<file path="config.mk">
export PLATFORM = sky130hd
export DESIGN_NAME = nps_mul
export DESIGN_NICKNAME = d
export VERILOG_FILES = /design/src/rtl/nps_pkg.sv /design/src/rtl/nps_mul.sv
export SDC_FILE = /design/constraint.sdc
export NUM_CORES = 2
export LEC_CHECK = 0
export BUFFER_PORTS_ARGS = -buffer_cell sky130_fd_sc_hd__buf_2
export CAP_MARGIN = 20
export CORE_MARGIN = 4
export CORE_UTILIZATION = 50
export DETAILED_ROUTE_END_ITERATION = 7
export PLACE_DENSITY = 0.7
export SYNTH_ARGS = -nofsm -noshare
export SYNTH_HDL_FRONTEND = slang
export SYNTH_SLANG_ARGS = --single-unit
</file>
<file path="constraint.sdc">
create_clock -name clk -period 9.85 [get_ports clk]
set_input_delay 2.4625 -clock clk [delete_from_list [all_inputs] [get_ports clk]]
set_output_delay 2.4625 -clock clk [all_outputs]
set_load 0.01 [all_outputs]
</file>
<file path="src/rtl/nps_pkg.sv">
// Shared types, constants and helper functions for the noisy pendulum step unit.
// Depends on nothing; every other file in rtl/ imports it.
package nps_pkg;

    // Default fixed-point format and CORDIC length.
    localparam int FRAC_BITS_DEF       = 16;
    localparam int SINE_ITERATIONS_DEF = 16;

    // Datapath widths.
    localparam int STATE_W     = 32;  // angle, velocity, noise phase
    localparam int COUNT_W     = 20;  // step counter and step limit
    localparam int PROD_W      = 52;  // scaled product out of the shared multiplier
    localparam int MUL_A_W     = 34;  // signed multiplier operand A
    localparam int MUL_B_W     = 33;  // signed multiplier operand B
    localparam int ARG_W       = 33;  // angle plus noise phase
    localparam int MOD_W       = 34;  // offset argument during reduction
    localparam int FOLD_W      = 35;  // signed argument while folding
    localparam int CORDIC_W    = 33;  // CORDIC x, y and z, Q30
    localparam int CNT_W       = 5;   // iteration counter, at most 30 steps
    localparam int CFG_INDEX_W = 3;
    localparam int CFG_DATA_W  = 32;

    localparam int GAIN_W  = 31;
    localparam int DT_W    = 17;
    localparam int SCALE_W = 31;
    localparam int NOISE_W = 20;

    // Pi in Q60 and the CORDIC gain constant in Q30.
    localparam logic [63:0] PI_Q60 = 64'h3243F6A8885A308D;
    localparam logic signed [CORDIC_W-1:0] CORDIC_K_Q30 = 33'sd652032874;

    // Register reset values.
    localparam logic [GAIN_W-1:0]          GAIN_SQUARED_RST = 31'd16384;
    localparam logic [DT_W-1:0]            TIME_STEP_RST    = 17'd6554;
    localparam logic [SCALE_W-1:0]         NOISE_SCALE_RST  = 31'd2072;
    localparam logic signed [STATE_W-1:0]  INIT_ANGLE_RST   = 32'sd102944;
    localparam logic signed [STATE_W-1:0]  INIT_VEL_RST     = 32'sd0;
    localparam logic signed [STATE_W-1:0]  INIT_NOISE_RST   = 32'sd0;
    localparam logic [COUNT_W-1:0]         STEP_LIMIT_RST   = 20'd10000;

    typedef enum logic [CFG_INDEX_W-1:0] {
        REG_GAIN_SQUARED        = 3'd0,
        REG_TIME_STEP           = 3'd1,
        REG_NOISE_SCALE         = 3'd2,
        REG_INITIAL_ANGLE       = 3'd3,
        REG_INITIAL_VELOCITY    = 3'd4,
        REG_INITIAL_NOISE_PHASE = 3'd5,
        REG_STEP_LIMIT          = 3'd6
    } cfg_reg_t;

    typedef enum logic {
        ACT_RESTART = 1'b0,
        ACT_STEP    = 1'b1
    } action_t;

    typedef struct packed {
        logic                       action;
        logic signed [NOISE_W-1:0]  noise_sample;
    } in_item_t;

    typedef struct packed {
        logic signed [STATE_W-1:0]  angle;
        logic signed [STATE_W-1:0]  velocity;
        logic signed [STATE_W-1:0]  noise_phase;
        logic [COUNT_W-1:0]         step_count;
        logic                       done_res;
    } out_item_t;

    // Status of the sine unit toward the sequencer.
    typedef struct packed {
        logic busy;
        logic done;
    } sine_stat_t;

    // Clamp a wide signed sum to the signed 32-bit range.
    function automatic logic signed [STATE_W-1:0] sat32(input logic signed [PROD_W:0] sum);
        logic signed [STATE_W-1:0] res;
        if (sum > 53'sd2147483647) begin
            res = 32'sh7FFF_FFFF;
        end else if (sum < -53'sd2147483648) begin
            res = 32'sh8000_0000;
        end else begin
            res = sum[STATE_W-1:0];
        end
        return res;
    endfunction

    // Arctangent of 2^-i in Q30.
    function automatic logic [29:0] atan_q30(input logic [CNT_W-1:0] i);
        logic [29:0] v;
        case (i)
            5'd0:    v = 30'd843314857;
            5'd1:    v = 30'd497837829;
            5'd2:    v = 30'd263043837;
            5'd3:    v = 30'd133525159;
            5'd4:    v = 30'd67021687;
            5'd5:    v = 30'd33543516;
            5'd6:    v = 30'd16775851;
            5'd7:    v = 30'd8388437;
            5'd8:    v = 30'd4194283;
            5'd9:    v = 30'd2097149;
            5'd10:   v = 30'd1048576;
            5'd11:   v = 30'd524288;
            5'd12:   v = 30'd262144;
            5'd13:   v = 30'd131072;
            5'd14:   v = 30'd65536;
            5'd15:   v = 30'd32768;
            5'd16:   v = 30'd16384;
            5'd17:   v = 30'd8192;
            5'd18:   v = 30'd4096;
            5'd19:   v = 30'd2048;
            5'd20:   v = 30'd1024;
            5'd21:   v = 30'd512;
            5'd22:   v = 30'd256;
            5'd23:   v = 30'd128;
            5'd24:   v = 30'd64;
            5'd25:   v = 30'd32;
            5'd26:   v = 30'd16;
            5'd27:   v = 30'd8;
            5'd28:   v = 30'd4;
            5'd29:   v = 30'd2;
            default: v = 30'd0;
        endcase
        return v;
    endfunction

endpackage

</file>
<file path="src/rtl/nps_mul.sv">
// Shared signed multiplier with a registered, fraction-scaled product.
// Depends on nps_pkg.
module nps_mul #(
    parameter int FRAC_BITS = nps_pkg::FRAC_BITS_DEF
) (
    input  logic                                 clk,
    input  logic signed [nps_pkg::MUL_A_W-1:0]   op_a,
    input  logic signed [nps_pkg::MUL_B_W-1:0]   op_b,
    output logic signed [nps_pkg::PROD_W-1:0]    prod
);
    import nps_pkg::*;

    localparam int FULL_W = MUL_A_W + MUL_B_W;

    logic signed [FULL_W-1:0] full;
    logic signed [FULL_W-1:0] scaled;
    logic signed [PROD_W-1:0] prod_reg;

    // Scale back by an arithmetic shift: rounds toward minus infinity.
    assign full   = op_a * op_b;
    assign scaled = full >>> FRAC_BITS;

    always_ff @(posedge clk)
    begin
        prod_reg <= scaled[PROD_W-1:0];
    end

    assign prod = prod_reg;

endmodule

</file>
==> flow_summary.toml <==
[timing]
worst_pin_slew_ns = 0.479
setup_slack_ns = 0.212
finalCritPeriodShare_pct = 97.8
fin_crit_ns = 9.64
hold_viol_final = 0
max_slew_margin_pct = 68.0
whs_ns = 3.16
slew_violations = 0
fmax_mhz = 104
setup_viol = 0

[job]
drv_cap = 0

[synth]
seq_area_frac_synth_pct = 2.52
synth_top_family_by_area = "adder cells"
ys_top_cells_by_count = "fa_1, inv_1, nand2_1, and2_1, clkbuf_1"
synth_area_leaders = "fa_1, inv_1, and2_1"
synth-simple-area-share_pct = 15.5
postSynthAreaPerCell_um2 = 9.33
synth_compound_area_share_pct = 3.16
synthXorXnorAreaFrac_pct = 1.27
async_flop_share_pct = 0
synth_fp_nets = 5805
syn-cell-area_um2 = 40600
synth.most_common_cell = "fa_1"
synthCells = 4348
synth_top_area_cell = "fa_1"
yosysWarnings = 0
ys_types = 62
synthMuxAreaShare_pct = 0.0555
synth_seq_cells = 51
synth_edf_count = 0
synth_fa_ha_area_share_pct = 64.6
ys.flop_type = "dfxtp_1"
yosys.area.top_type_share_pct = 58.0

[worst_setup_path]
path_common_cell = "fa_1"
end_kind = "flip-flop"
worstPathMaxFanout = 9
crit_path_max_incr_delay_ns = 0.55
cp_num_buf_inv = 10
cp_slowest_cell = "fa_1"
crit_family = "adder cells"
path_class = "in -> reg"
critical_path_arrival_ns = 9.88
cp-start-kind = "primary input"
cp.required_ns = 10.09

[global_route]
grt_usage_pct = 25.5
antenna_found_initial = 4
grt_pass1_wl_um = 173000
first_global_vias = 33200
grt-ovfl-total = 0
grt_max_degree = 28

[floorplanning]
initial_core_util_pct = 50.4
dieArea_um2 = 85700
die_x_um = 293
core_um2 = 80400
ios = 120
die_y_um = 293
rows = 104

[placement]
dp_hpwl_um = 92000
numPortBuffers = 119
dp_slack_ns = -0.566
gp_congestion = 0.919

[min_path]
min_path_cells = 8
min_to = "prod[1]"
hp-start = "op_b[0]"
min_path_type = "in -> reg"

[finish]
largest_reg_flops = 51
syn_to_final_growth_pct = 12.4
drive_gt1_share_pct = 12.4
nets = 6127

[routing]
ant_nets = 0
top_layer = "met5"
wl_met2_um = 54600
drt_iter0_drc = 1564
wl_met3_um = 4470
met1Wirelength_um = 39400
routed_wl_um = 103000
firstDrtPassIters = 6
post_drt_wl_per_cell_um = 18.0
vias = 29200
vias_per_cell = 5.09
drc = 0

[clock_network]
cts_root_buf = "clkbuf_16"
clkSinkCount = 51
clk_pin_slew_worst_paths_ns = 0.10
h-tree-depth = 2
cts_hold_buffers = 0
tritoncts = "built"
cts-buffers-inserted = 5
cts.path.max_buffers = 2

[outcome]
status = "finished, final reports clean"
-- worst min-delay path: stages --
cell	delay (ns)
buf_6	0.14
buf_4	0.19
nand2_1	0.06
or4_4	0.13
a41o_1	0.20
a21o_1	0.12
nand2_1	0.05
xor2_1	0.11
-- metrics by stage --
stage	std cells	area [µm²]	util (%)	TNS (ns)
after detailed placement	5722	45200	56.2	-7.81
after CTS	5730	45400	56.5	0
after global placement	5722	45200	56.2	-4.39
after floorplan	4348	40600	-	0
final	5732	45600	56.7	0
after global routing	5732	45600	56.7	-0.0431
-- worst max-delay path by stage --
stage / startpoint / end / slack (ns) / depth (start not counted)
finish: op_b[7] / prod[43] / 0.21 / 29
CTS: op_b[0] / prod[43] / 0.04 / 28
detailed placement: op_b[9] / prod[43] / -0.57 / 26
global placement: op_b[9] / prod[43] / -0.37 / 26
global route: op_a[13] / prod[45] / -0.02 / 28
floorplan: op_a[33] / prod[49] / 0.04 / 26
-- area by class of cell --
cell class / count / area (µm²)
Tap cell: 1060 / 1330
Sequential cell: 51 / 1020
Fill cell: 7075 / 34800
Timing Repair Buffer: 538 / 4240
Clock inverter: 3 / 43.8
Multi-Input combinational cell: 2906 / 34400
Inverter: 1168 / 4380
Antenna cell: 1 / 2.50
Clock buffer: 5 / 125
-- placed cells by master (no fill, tap or decap), types with 24 or more instances in the layout --
cell type / n
nor2_1: 55
buf_2: 109
fa_1: 1171
xnor2_1: 34
o21ai_0: 33
a21oi_1: 57
xor2_1: 25
a21o_1: 24
dfxtp_1: 51
ha_1: 213
buf_12: 36
inv_1: 1167
and2_1: 550
buf_4: 382
nand2_1: 587
-- layer usage --
metal,track usage [%],up-vias
li1,-,12900
met1,31.8,15300
met2,46.4,801
met3,2.38,221
met4,9.23,2
met5,0,-
-- repair_timing --
action / in CTS / in global routing
setup buffers: 0 / 1
endpoints found under the setup margin: 11 / 16
gates resized for setup: 7 / 43
pin swaps: 0 / 11
-- cell families after synthesis --
family / Yosys count
muxes: 2
AOI/OAI and AO/OA: 192
DFF: 51
xor gates and xnor gates: 59
adders and majority gates: 1389
buffers and inverters: 1391
and+or+nand+nor: 1264
Power is left out: the tool's default activity adds up to more than one toggle a clock period on the data nets, which glitch-free logic cannot reach.
