## src/rtl/nps_pkg.sv

```systemverilog
// Shared types, constants and helper functions for the noisy pendulum step unit.
// Depends on nothing; every other file in rtl/ imports it.
package nps_pkg;

    // Default fixed-point format and CORDIC length.
    localparam int FRAC_BITS_DEF       = 16;
    localparam int SINE_ITERATIONS_DEF = 16;

    // Datapath widths.
    localparam int STATE_W     = 32;  // angle, velocity, noise phase
    localparam int COUNT_W     = 20;  // step counter and step limit
    localparam int PROD_W      = 52;  // scaled product out of the shared multiplier
    localparam int MUL_A_W     = 34;  // signed multiplier operand A
    localparam int MUL_B_W     = 33;  // signed multiplier operand B
    localparam int ARG_W       = 33;  // angle plus noise phase
    localparam int MOD_W       = 34;  // offset argument during reduction
    localparam int FOLD_W      = 35;  // signed argument while folding
    localparam int CORDIC_W    = 33;  // CORDIC x, y and z, Q30
    localparam int CNT_W       = 5;   // iteration counter, at most 30 steps
    localparam int CFG_INDEX_W = 3;
    localparam int CFG_DATA_W  = 32;

    localparam int GAIN_W  = 31;
    localparam int DT_W    = 17;
    localparam int SCALE_W = 31;
    localparam int NOISE_W = 20;

    // Pi in Q60 and the CORDIC gain constant in Q30.
    localparam logic [63:0] PI_Q60 = 64'h3243F6A8885A308D;
    localparam logic signed [CORDIC_W-1:0] CORDIC_K_Q30 = 33'sd652032874;

    // Register reset values.
    localparam logic [GAIN_W-1:0]          GAIN_SQUARED_RST = 31'd16384;
    localparam logic [DT_W-1:0]            TIME_STEP_RST    = 17'd6554;
    localparam logic [SCALE_W-1:0]         NOISE_SCALE_RST  = 31'd2072;
    localparam logic signed [STATE_W-1:0]  INIT_ANGLE_RST   = 32'sd102944;
    localparam logic signed [STATE_W-1:0]  INIT_VEL_RST     = 32'sd0;
    localparam logic signed [STATE_W-1:0]  INIT_NOISE_RST   = 32'sd0;
    localparam logic [COUNT_W-1:0]         STEP_LIMIT_RST   = 20'd10000;

    typedef enum logic [CFG_INDEX_W-1:0] {
        REG_GAIN_SQUARED        = 3'd0,
        REG_TIME_STEP           = 3'd1,
        REG_NOISE_SCALE         = 3'd2,
        REG_INITIAL_ANGLE       = 3'd3,
        REG_INITIAL_VELOCITY    = 3'd4,
        REG_INITIAL_NOISE_PHASE = 3'd5,
        REG_STEP_LIMIT          = 3'd6
    } cfg_reg_t;

    typedef enum logic {
        ACT_RESTART = 1'b0,
        ACT_STEP    = 1'b1
    } action_t;

    typedef struct packed {
        logic                       action;
        logic signed [NOISE_W-1:0]  noise_sample;
    } in_item_t;

    typedef struct packed {
        logic signed [STATE_W-1:0]  angle;
        logic signed [STATE_W-1:0]  velocity;
        logic signed [STATE_W-1:0]  noise_phase;
        logic [COUNT_W-1:0]         step_count;
        logic                       done_res;
    } out_item_t;

    // Status of the sine unit toward the sequencer.
    typedef struct packed {
        logic busy;
        logic done;
    } sine_stat_t;

    // Clamp a wide signed sum to the signed 32-bit range.
    function automatic logic signed [STATE_W-1:0] sat32(input logic signed [PROD_W:0] sum);
        logic signed [STATE_W-1:0] res;
        if (sum > 53'sd2147483647) begin
            res = 32'sh7FFF_FFFF;
        end else if (sum < -53'sd2147483648) begin
            res = 32'sh8000_0000;
        end else begin
            res = sum[STATE_W-1:0];
        end
        return res;
    endfunction

    // Arctangent of 2^-i in Q30.
    function automatic logic [29:0] atan_q30(input logic [CNT_W-1:0] i);
        logic [29:0] v;
        case (i)
            5'd0:    v = 30'd843314857;
            5'd1:    v = 30'd497837829;
            5'd2:    v = 30'd263043837;
            5'd3:    v = 30'd133525159;
            5'd4:    v = 30'd67021687;
            5'd5:    v = 30'd33543516;
            5'd6:    v = 30'd16775851;
            5'd7:    v = 30'd8388437;
            5'd8:    v = 30'd4194283;
            5'd9:    v = 30'd2097149;
            5'd10:   v = 30'd1048576;
            5'd11:   v = 30'd524288;
            5'd12:   v = 30'd262144;
            5'd13:   v = 30'd131072;
            5'd14:   v = 30'd65536;
            5'd15:   v = 30'd32768;
            5'd16:   v = 30'd16384;
            5'd17:   v = 30'd8192;
            5'd18:   v = 30'd4096;
            5'd19:   v = 30'd2048;
            5'd20:   v = 30'd1024;
            5'd21:   v = 30'd512;
            5'd22:   v = 30'd256;
            5'd23:   v = 30'd128;
            5'd24:   v = 30'd64;
            5'd25:   v = 30'd32;
            5'd26:   v = 30'd16;
            5'd27:   v = 30'd8;
            5'd28:   v = 30'd4;
            5'd29:   v = 30'd2;
            default: v = 30'd0;
        endcase
        return v;
    endfunction

endpackage

```

## src/rtl/nps_sine.sv

```systemverilog
// Iterative sine unit: modulo-2pi reduction by shifted compare-subtract, fold,
// then a rotation-mode CORDIC. Depends on nps_pkg.
module nps_sine #(
    parameter int FRAC_BITS       = nps_pkg::FRAC_BITS_DEF,
    parameter int SINE_ITERATIONS = nps_pkg::SINE_ITERATIONS_DEF
) (
    input  logic                                 clk,
    input  logic                                 rst_n,
    input  logic                                 start,
    input  logic signed [nps_pkg::ARG_W-1:0]     arg,
    output nps_pkg::sine_stat_t                  stat,
    output logic signed [nps_pkg::STATE_W-1:0]   sine
);
    import nps_pkg::*;

    localparam logic [63:0] PI_QF   = (PI_Q60 + (64'd1 << (59 - FRAC_BITS))) >> (60 - FRAC_BITS);
    localparam logic [63:0] HALF_QF = (PI_Q60 + (64'd1 << (60 - FRAC_BITS))) >> (61 - FRAC_BITS);
    localparam logic [63:0] TWO_PI  = PI_QF << 1;
    // Smallest multiple of 2pi that makes any argument non-negative.
    localparam logic [63:0] OFFSET  = ((64'd1 << 32) + TWO_PI - 64'd1) / TWO_PI * TWO_PI;
    localparam int          TP_LEN  = $clog2(TWO_PI + 64'd1);
    localparam int          RED_STEPS = MOD_W + 1 - TP_LEN;
    localparam logic [63:0] DIV_INIT  = TWO_PI << (RED_STEPS - 1);
    localparam int          Q_SHIFT   = 30 - FRAC_BITS;

    localparam logic signed [FOLD_W-1:0] PI_S   = FOLD_W'(PI_QF);
    localparam logic signed [FOLD_W-1:0] HALF_S = FOLD_W'(HALF_QF);
    localparam logic signed [FOLD_W-1:0] TPI_S  = FOLD_W'(TWO_PI);

    typedef enum logic [3:0] {
        SN_IDLE   = 4'b0001,
        SN_REDUCE = 4'b0010,
        SN_FOLD   = 4'b0100,
        SN_ROTATE = 4'b1000
    } sn_state_t;

    sn_state_t state_reg, state_next;
    logic [CNT_W-1:0] cnt_reg;
    logic             done_reg;

    logic [MOD_W-1:0]           u_reg;
    logic [MOD_W-1:0]           div_reg;
    logic signed [CORDIC_W-1:0] x_reg, y_reg, z_reg;

    logic [FOLD_W-1:0]          u_start;
    logic signed [FOLD_W-1:0]   r_fold;
    logic signed [FOLD_W-1:0]   z_wide;
    logic signed [CORDIC_W-1:0] dx, dy, atan_s;
    logic                       last_rot;

    assign u_start = FOLD_W'({{(FOLD_W - ARG_W){arg[ARG_W-1]}}, arg}) + FOLD_W'(OFFSET);

    // Fold the reduced argument into [-pi/2, pi/2].
    always_comb
    begin
        r_fold = FOLD_W'(u_reg);
        if (r_fold >= PI_S) begin
            r_fold = r_fold - TPI_S;
        end
        if (r_fold > HALF_S) begin
            r_fold = PI_S - r_fold;
        end else if (r_fold < -HALF_S) begin
            r_fold = -PI_S - r_fold;
        end
        z_wide = r_fold <<< Q_SHIFT;
    end

    assign dx       = y_reg >>> cnt_reg;
    assign dy       = x_reg >>> cnt_reg;
    assign atan_s   = CORDIC_W'(atan_q30(cnt_reg));
    assign last_rot = (cnt_reg == CNT_W'(SINE_ITERATIONS - 1));

    always_comb
    begin
        state_next = state_reg;
        unique case (state_reg)
            SN_IDLE:   if (start) state_next = SN_REDUCE;
            SN_REDUCE: if (cnt_reg == '0) state_next = SN_FOLD;
            SN_FOLD:   state_next = SN_ROTATE;
            SN_ROTATE: if (last_rot) state_next = SN_IDLE;
            default:   state_next = SN_IDLE;
        endcase
    end

    always_ff @(posedge clk or negedge rst_n)
    begin
        if (!rst_n) begin
            state_reg <= SN_IDLE;
            cnt_reg   <= '0;
            done_reg  <= 1'b0;
        end else begin
            state_reg <= state_next;
            done_reg  <= (state_reg == SN_ROTATE) && last_rot;
            unique case (state_reg)
                SN_IDLE:   cnt_reg <= CNT_W'(RED_STEPS - 1);
                SN_REDUCE: cnt_reg <= cnt_reg - CNT_W'(1);
                SN_FOLD:   cnt_reg <= '0;
                SN_ROTATE: cnt_reg <= cnt_reg + CNT_W'(1);
                default:   cnt_reg <= '0;
            endcase
        end
    end

    always_ff @(posedge clk)
    begin
        case (state_reg)
            SN_IDLE:
            begin
                if (start) begin
                    u_reg   <= u_start[MOD_W-1:0];
                    div_reg <= DIV_INIT[MOD_W-1:0];
                end
            end
            SN_REDUCE:
            begin
                if (u_reg >= div_reg) begin
                    u_reg <= u_reg - div_reg;
                end
                div_reg <= div_reg >> 1;
            end
            SN_FOLD:
            begin
                x_reg <= CORDIC_K_Q30;
                y_reg <= '0;
                z_reg <= z_wide[CORDIC_W-1:0];
            end
            SN_ROTATE:
            begin
                if (!z_reg[CORDIC_W-1]) begin
                    x_reg <= x_reg - dx;
                    y_reg <= y_reg + dy;
                    z_reg <= z_reg - atan_s;
                end else begin
                    x_reg <= x_reg + dx;
                    y_reg <= y_reg - dy;
                    z_reg <= z_reg + atan_s;
                end
            end
            default:
            begin
                u_reg <= u_reg;
            end
        endcase
    end

    logic signed [CORDIC_W-1:0] y_scaled;
    assign y_scaled = y_reg >>> Q_SHIFT;

    assign sine      = y_scaled[STATE_W-1:0];
    assign stat.busy = (state_reg != SN_IDLE);
    assign stat.done = done_reg;

endmodule

```

## config.mk

```make
export PLATFORM = sky130hd
export DESIGN_NAME = nps_sine
export DESIGN_NICKNAME = d
export VERILOG_FILES = /design/src/rtl/nps_pkg.sv /design/src/rtl/nps_sine.sv
export SDC_FILE = /design/constraint.sdc
export NUM_CORES = 1
export LEC_CHECK = 0
export BUFFER_PORTS_ARGS = -buffer_cell sky130_fd_sc_hd__buf_2
export CAP_MARGIN = 25
export CELL_PAD_IN_SITES_DETAIL_PLACEMENT = 1
export CELL_PAD_IN_SITES_GLOBAL_PLACEMENT = 1
export CORE_MARGIN = 2
export CORE_UTILIZATION = 46
export CTS_BUF_LIST = sky130_fd_sc_hd__clkbuf_4 sky130_fd_sc_hd__clkbuf_8 sky130_fd_sc_hd__clkbuf_16
export CTS_CLUSTER_DIAMETER = 120
export DETAILED_ROUTE_END_ITERATION = 10
export PLACE_DENSITY = 0.89
export SYNTH_ARGS = -nofsm -noshare
export SYNTH_HDL_FRONTEND = slang
export SYNTH_SLANG_ARGS = --single-unit
export TNS_END_PERCENT = 20
```

## constraint.sdc

```tcl
create_clock -name clk -period 11 [get_ports clk]
set_input_delay 2.2 -clock clk [delete_from_list [all_inputs] [get_ports clk]]
set_output_delay 2.2 -clock clk [all_outputs]
set_load 0.03 [all_outputs]
```

==> metrics.md <==
| Metric | Value |
|---|---|
| Clock slew at reported path FFs | `0.07 ns` |
| Ratio of cells with drive above 1 in the final layout | `between 10% and 20%` |
| Final core utilization | `48.9%` |
| Via count of the first global-routing pass | `22403` |
| TritonCTS Sinks | `~180` |
| Worst setup EP type | `flip-flop` |
| Max stage delay cell, worst path | `sky130_fd_sc_hd__a2111oi_0` |
| Reg-to-reg startpoint | `cnt_reg[0]` |
| Crit path max fanout | `~50` |
| Via Count | `21429` |
| Mean area per synthesized cell | `around 8.3 um^2` |
| Maximum cell stage delay along the critical path | `approximately 0.75 ns` |
| Clock tree from TritonCTS | `done` |
| Setup skew after layout | `about 0.011 ns` |
| Unique masters post-synth | `90` |
| Die Area | `approximately 50000 um^2` |
| Worst hold margin | `between 0.5 and 0.6 ns` |
| CP Capture Point | `x_reg[31]` |
| Placement row count | `80` |
| Input/output buffers | `between 60 and 70` |
| Max_cap viols | `0` |
| Flip-flop and latch count after synthesis | `177` |
| Overflow after GRT | `0` |
| Async set-reset flop share out of synthesis | `5.65%` |
| Total count of hold-check failures in the final report | `0` |
| Total detailed-routing wirelength | `approximately 78000 um` |
| Crit path cell chain | `buf_4 > mux4_2 > mux2_2 > a221oi_1 > nand4b_1 > nor4_2 > nor2_1 > xnor2_1 > ha_1 > nand4_1 > nor2_1 > and3_1 > a21oi_1 > a2111oi_0 > o31ai_1 > and2_1 > or3_1 > a31oi_1 > o21a_1 > nor3_1` |
| Buffering stage count on the worst path with inverters included | `1` |
| X dimension of the die | `approximately 220 um` |
| CTS Root Cell | `sky130_fd_sc_hd__clkbuf_16` |
| Share of the yosys chip area belonging to registers | `23.8%` |
| Net count of the mapped netlist | `approximately 2900` |
| Ratio of routed vias to standard cells | `6.59` |
| Final sum of negative setup slack | `0 ns` |
| Filler instances | `about 5700` |
| First-pass DRT Iterations | `5` |
| Hold Path Class | `reg -> reg` |
| Fraction of the cycle the final worst path needs | `between 60% and 70%` |
| RR Endpoint | `x_reg[31]` |
| Detail Route Antenna Nets | `0` |
| Top delay family on crit path | `simple AND/OR/NAND/NOR gates` |
| Number of gates on the worst path with buffers counted | `20` |
| Ys flop type | `sky130_fd_sc_hd__edfxtp_1` |
| Number of antenna violations at the first check in global routing | `1` |
| Run status | `completed` |
| Maximum operating frequency | `around 130 MHz` |
| Placeable core region | `between 40000 and 50000 um^2` |
| Worst reg-to-reg setup slack | `~3.4 ns` |
| Depth of the CTS H-tree | `4` |
| Post-cts resize count | `0` |
| Number of setup violations in the final report | `0` |
| Post-CTS setup buffers | `0` |
| Final-stage net count | `between 2000 and 3000` |
| Warning count from the yosys run | `0` |
| Initial core utilization | `46.5%` |
| Remaining max-slew budget at the tightest pin | `approximately 30%` |
| Shortest period the worst path allows | `roughly 7.6 ns` |
| Number of synthesized flops with an enable pin | `between 150 and 200` |
| Count of pins over their slew limit | `0` |
| Netlist area before placement | `about 22000 um^2` |
| Maximum number of pins on one net before global-route repair | `76` |
| Number of buffers created by CTS | `17` |
| Critical path data required time | `approximately 11 ns` |
| Buffer depth of the longest clock path | `2` |
| Drt wl/cell | `24.0 um` |
| Cell repeated most along the worst path | `sky130_fd_sc_hd__nor2_1` |
| Global-route usage over all layers | `31.4%` |
| Detailed router's first-iteration violation count | `between 1500 and 2000` |
| Setup repair after global routing missed its margin | `no` |
| Cells after Synth | `2671` |
| Worst setup path category | `reg -> reg` |
| Clk_lat worst skew | `~0.5 ns` |
| Count of boundary I/O pins | `70` |
| Height of the die | `223 um` |
| Final antenna diode count | `0` |
| Startpoint of the most critical setup path | `cnt_reg[0]` |
| Growth of design area from synthesis to finish | `5.27%` |
| Depth of the worst register-to-register path | `20` |
| Weighted congestion at the end of routability-driven global placement | `roughly 0.98` |
| Arrival time of the worst setup path | `7.88 ns` |
| Hold wc startpoint | `div_reg[30]` |
| Hold-fix buffers, CTS | `0` |
| Wire length of the first global-routing pass | `around 120000 um` |
| Drc violations | `0` |
| Estimated wirelength of the detail-placed design | `59100 um` |
| Critical path startpoint category | `flip-flop` |
| Slew at the pin closest to its max-slew limit | `1.05 ns` |
routing by layer:
metal  up-vias  share of wire [%]  track usage [%]
met5         -                  0                0
met4         0                6.2             18.9
met3       282                6.6             6.40
met2       898                 49             55.4
met1     10484                 38             34.9
li1       9765                  -                -
logic make-up after synthesis:
group                      share of synthesized area [%]
DFF                                                 23.8
muxes                                               10.9
buffers and inverters                               5.43
adders and majority gates                           8.98
and+or+nand+nor                                     18.8
xor gates and xnor gates                            10.7
AOI/OAI and AO/OA                                   21.4
worst min-delay path: cells and delay by family, from the launching register on:
kind                   cells  cell delay, ns
buffers and inverters      1            0.05
AND/OR/NAND/NOR            1            0.05
flip-flops                 1            0.32
Yosys cell counts (7+ instances only):
cell / n / area share (%)
sky130_fd_sc_hd__o22ai_1: 25 / 0.71
sky130_fd_sc_hd__a31oi_1: 52 / 1.5
sky130_fd_sc_hd__or2_2: 11 / 0.31
sky130_fd_sc_hd__nor2b_1: 24 / 0.68
sky130_fd_sc_hd__nand3b_1: 7 / 0.24
sky130_fd_sc_hd__o211ai_1: 17 / 0.58
sky130_fd_sc_hd__a22oi_1: 9 / 0.31
sky130_fd_sc_hd__a211oi_1: 32 / 1.1
sky130_fd_sc_hd__inv_1: 98 / 1.7
sky130_fd_sc_hd__ha_1: 151 / 8.5
sky130_fd_sc_hd__xor2_1: 110 / 4.3
sky130_fd_sc_hd__buf_4: 35 / 1.2
sky130_fd_sc_hd__xnor2_1: 158 / 6.2
sky130_fd_sc_hd__nor3_1: 63 / 1.4
sky130_fd_sc_hd__buf_2: 19 / 0.43
sky130_fd_sc_hd__nor2_1: 295 / 5.0
sky130_fd_sc_hd__or3_1: 15 / 0.42
sky130_fd_sc_hd__a21oi_1: 234 / 5.3
sky130_fd_sc_hd__dfrtp_1: 9 / 1.0
sky130_fd_sc_hd__a21o_1: 54 / 1.8
sky130_fd_sc_hd__clkbuf_1: 83 / 1.4
sky130_fd_sc_hd__o31ai_1: 16 / 0.54
sky130_fd_sc_hd__and2_1: 28 / 0.79
sky130_fd_sc_hd__o21a_1: 26 / 0.88
sky130_fd_sc_hd__a2111oi_0: 8 / 0.32
sky130_fd_sc_hd__nand2_1: 254 / 4.3
sky130_fd_sc_hd__a221oi_1: 13 / 0.51
sky130_fd_sc_hd__a211o_1: 8 / 0.32
sky130_fd_sc_hd__o21ai_0: 160 / 3.6
sky130_fd_sc_hd__edfxtp_1: 167 / 23
sky130_fd_sc_hd__nand3_1: 59 / 1.3
sky130_fd_sc_hd__buf_6: 7 / 0.36
sky130_fd_sc_hd__nor4_1: 14 / 0.40
sky130_fd_sc_hd__buf_1: 19 / 0.32
sky130_fd_sc_hd__nand2b_1: 24 / 0.68
sky130_fd_sc_hd__o21bai_1: 13 / 0.44
sky130_fd_sc_hd__and3_1: 31 / 0.88
sky130_fd_sc_hd__mux2i_1: 67 / 3.0
sky130_fd_sc_hd__nand4_1: 30 / 0.85
sky130_fd_sc_hd__mux2_2: 27 / 1.4
sky130_fd_sc_hd__mux4_2: 64 / 6.5
final cells by class:
type / instances / area (um^2) / area share (%)
multi-input cells: 2229 / 15700 / 67.3
clock inverters: 12 / 146 / 0.628
inverters: 102 / 383 / 1.64
repair buffers: 100 / 598 / 2.57
well taps: 615 / 769 / 3.30
clock buffers: 19 / 440 / 1.89
flip-flops and latches: 177 / 5280 / 22.6
metrics by stage:
stage | area, um^2 | std cells | worst slack [ns]
floorplan | 22100 | 2671 | 4.89
global placement | 22700 | 3222 | 3.76
detailed placement | 22700 | 3222 | 3.49
CTS | 23300 | 3253 | 3.44
global route | 23300 | 3254 | 2.83
finish | 23300 | 3254 | 3.36
how the worst min path moves through the flow:
| stage | end | depth (start not counted) |
|---|---|---|
| floorplan | div_reg[16] | 2 |
| global placement | div_reg[29] | 2 |
| detailed placement | div_reg[29] | 2 |
| CTS | div_reg[29] | 2 |
| global route | div_reg[29] | 2 |
| finish | div_reg[29] | 2 |
layout by cell type, fill, tap and decap left out, drive strengths merged, types with 17 or more instances in the layout:
cell type,Yosys,final
inv,100,107
buf,80,100
and3,31,31
nor3,63,63
ha,151,151
o21ai,166,166
mux4,64,64
clkbuf,83,19
nor2b,24,24
mux2i,67,67
o22ai,25,25
xor2,110,110
nand4,30,30
nand2,254,254
a31oi,52,52
a211oi,32,32
a21oi,234,234
o21a,26,26
edfxtp,167,167
nor2,296,296
mux2,27,27
xnor2,158,158
nand3,59,59
nor4,18,18
o211ai,17,17
a21o,54,54
nand2b,24,24
and2,28,28
Power is not shown: default switching activity piles up to over one toggle a cycle in this logic, so the estimate is an artifact.
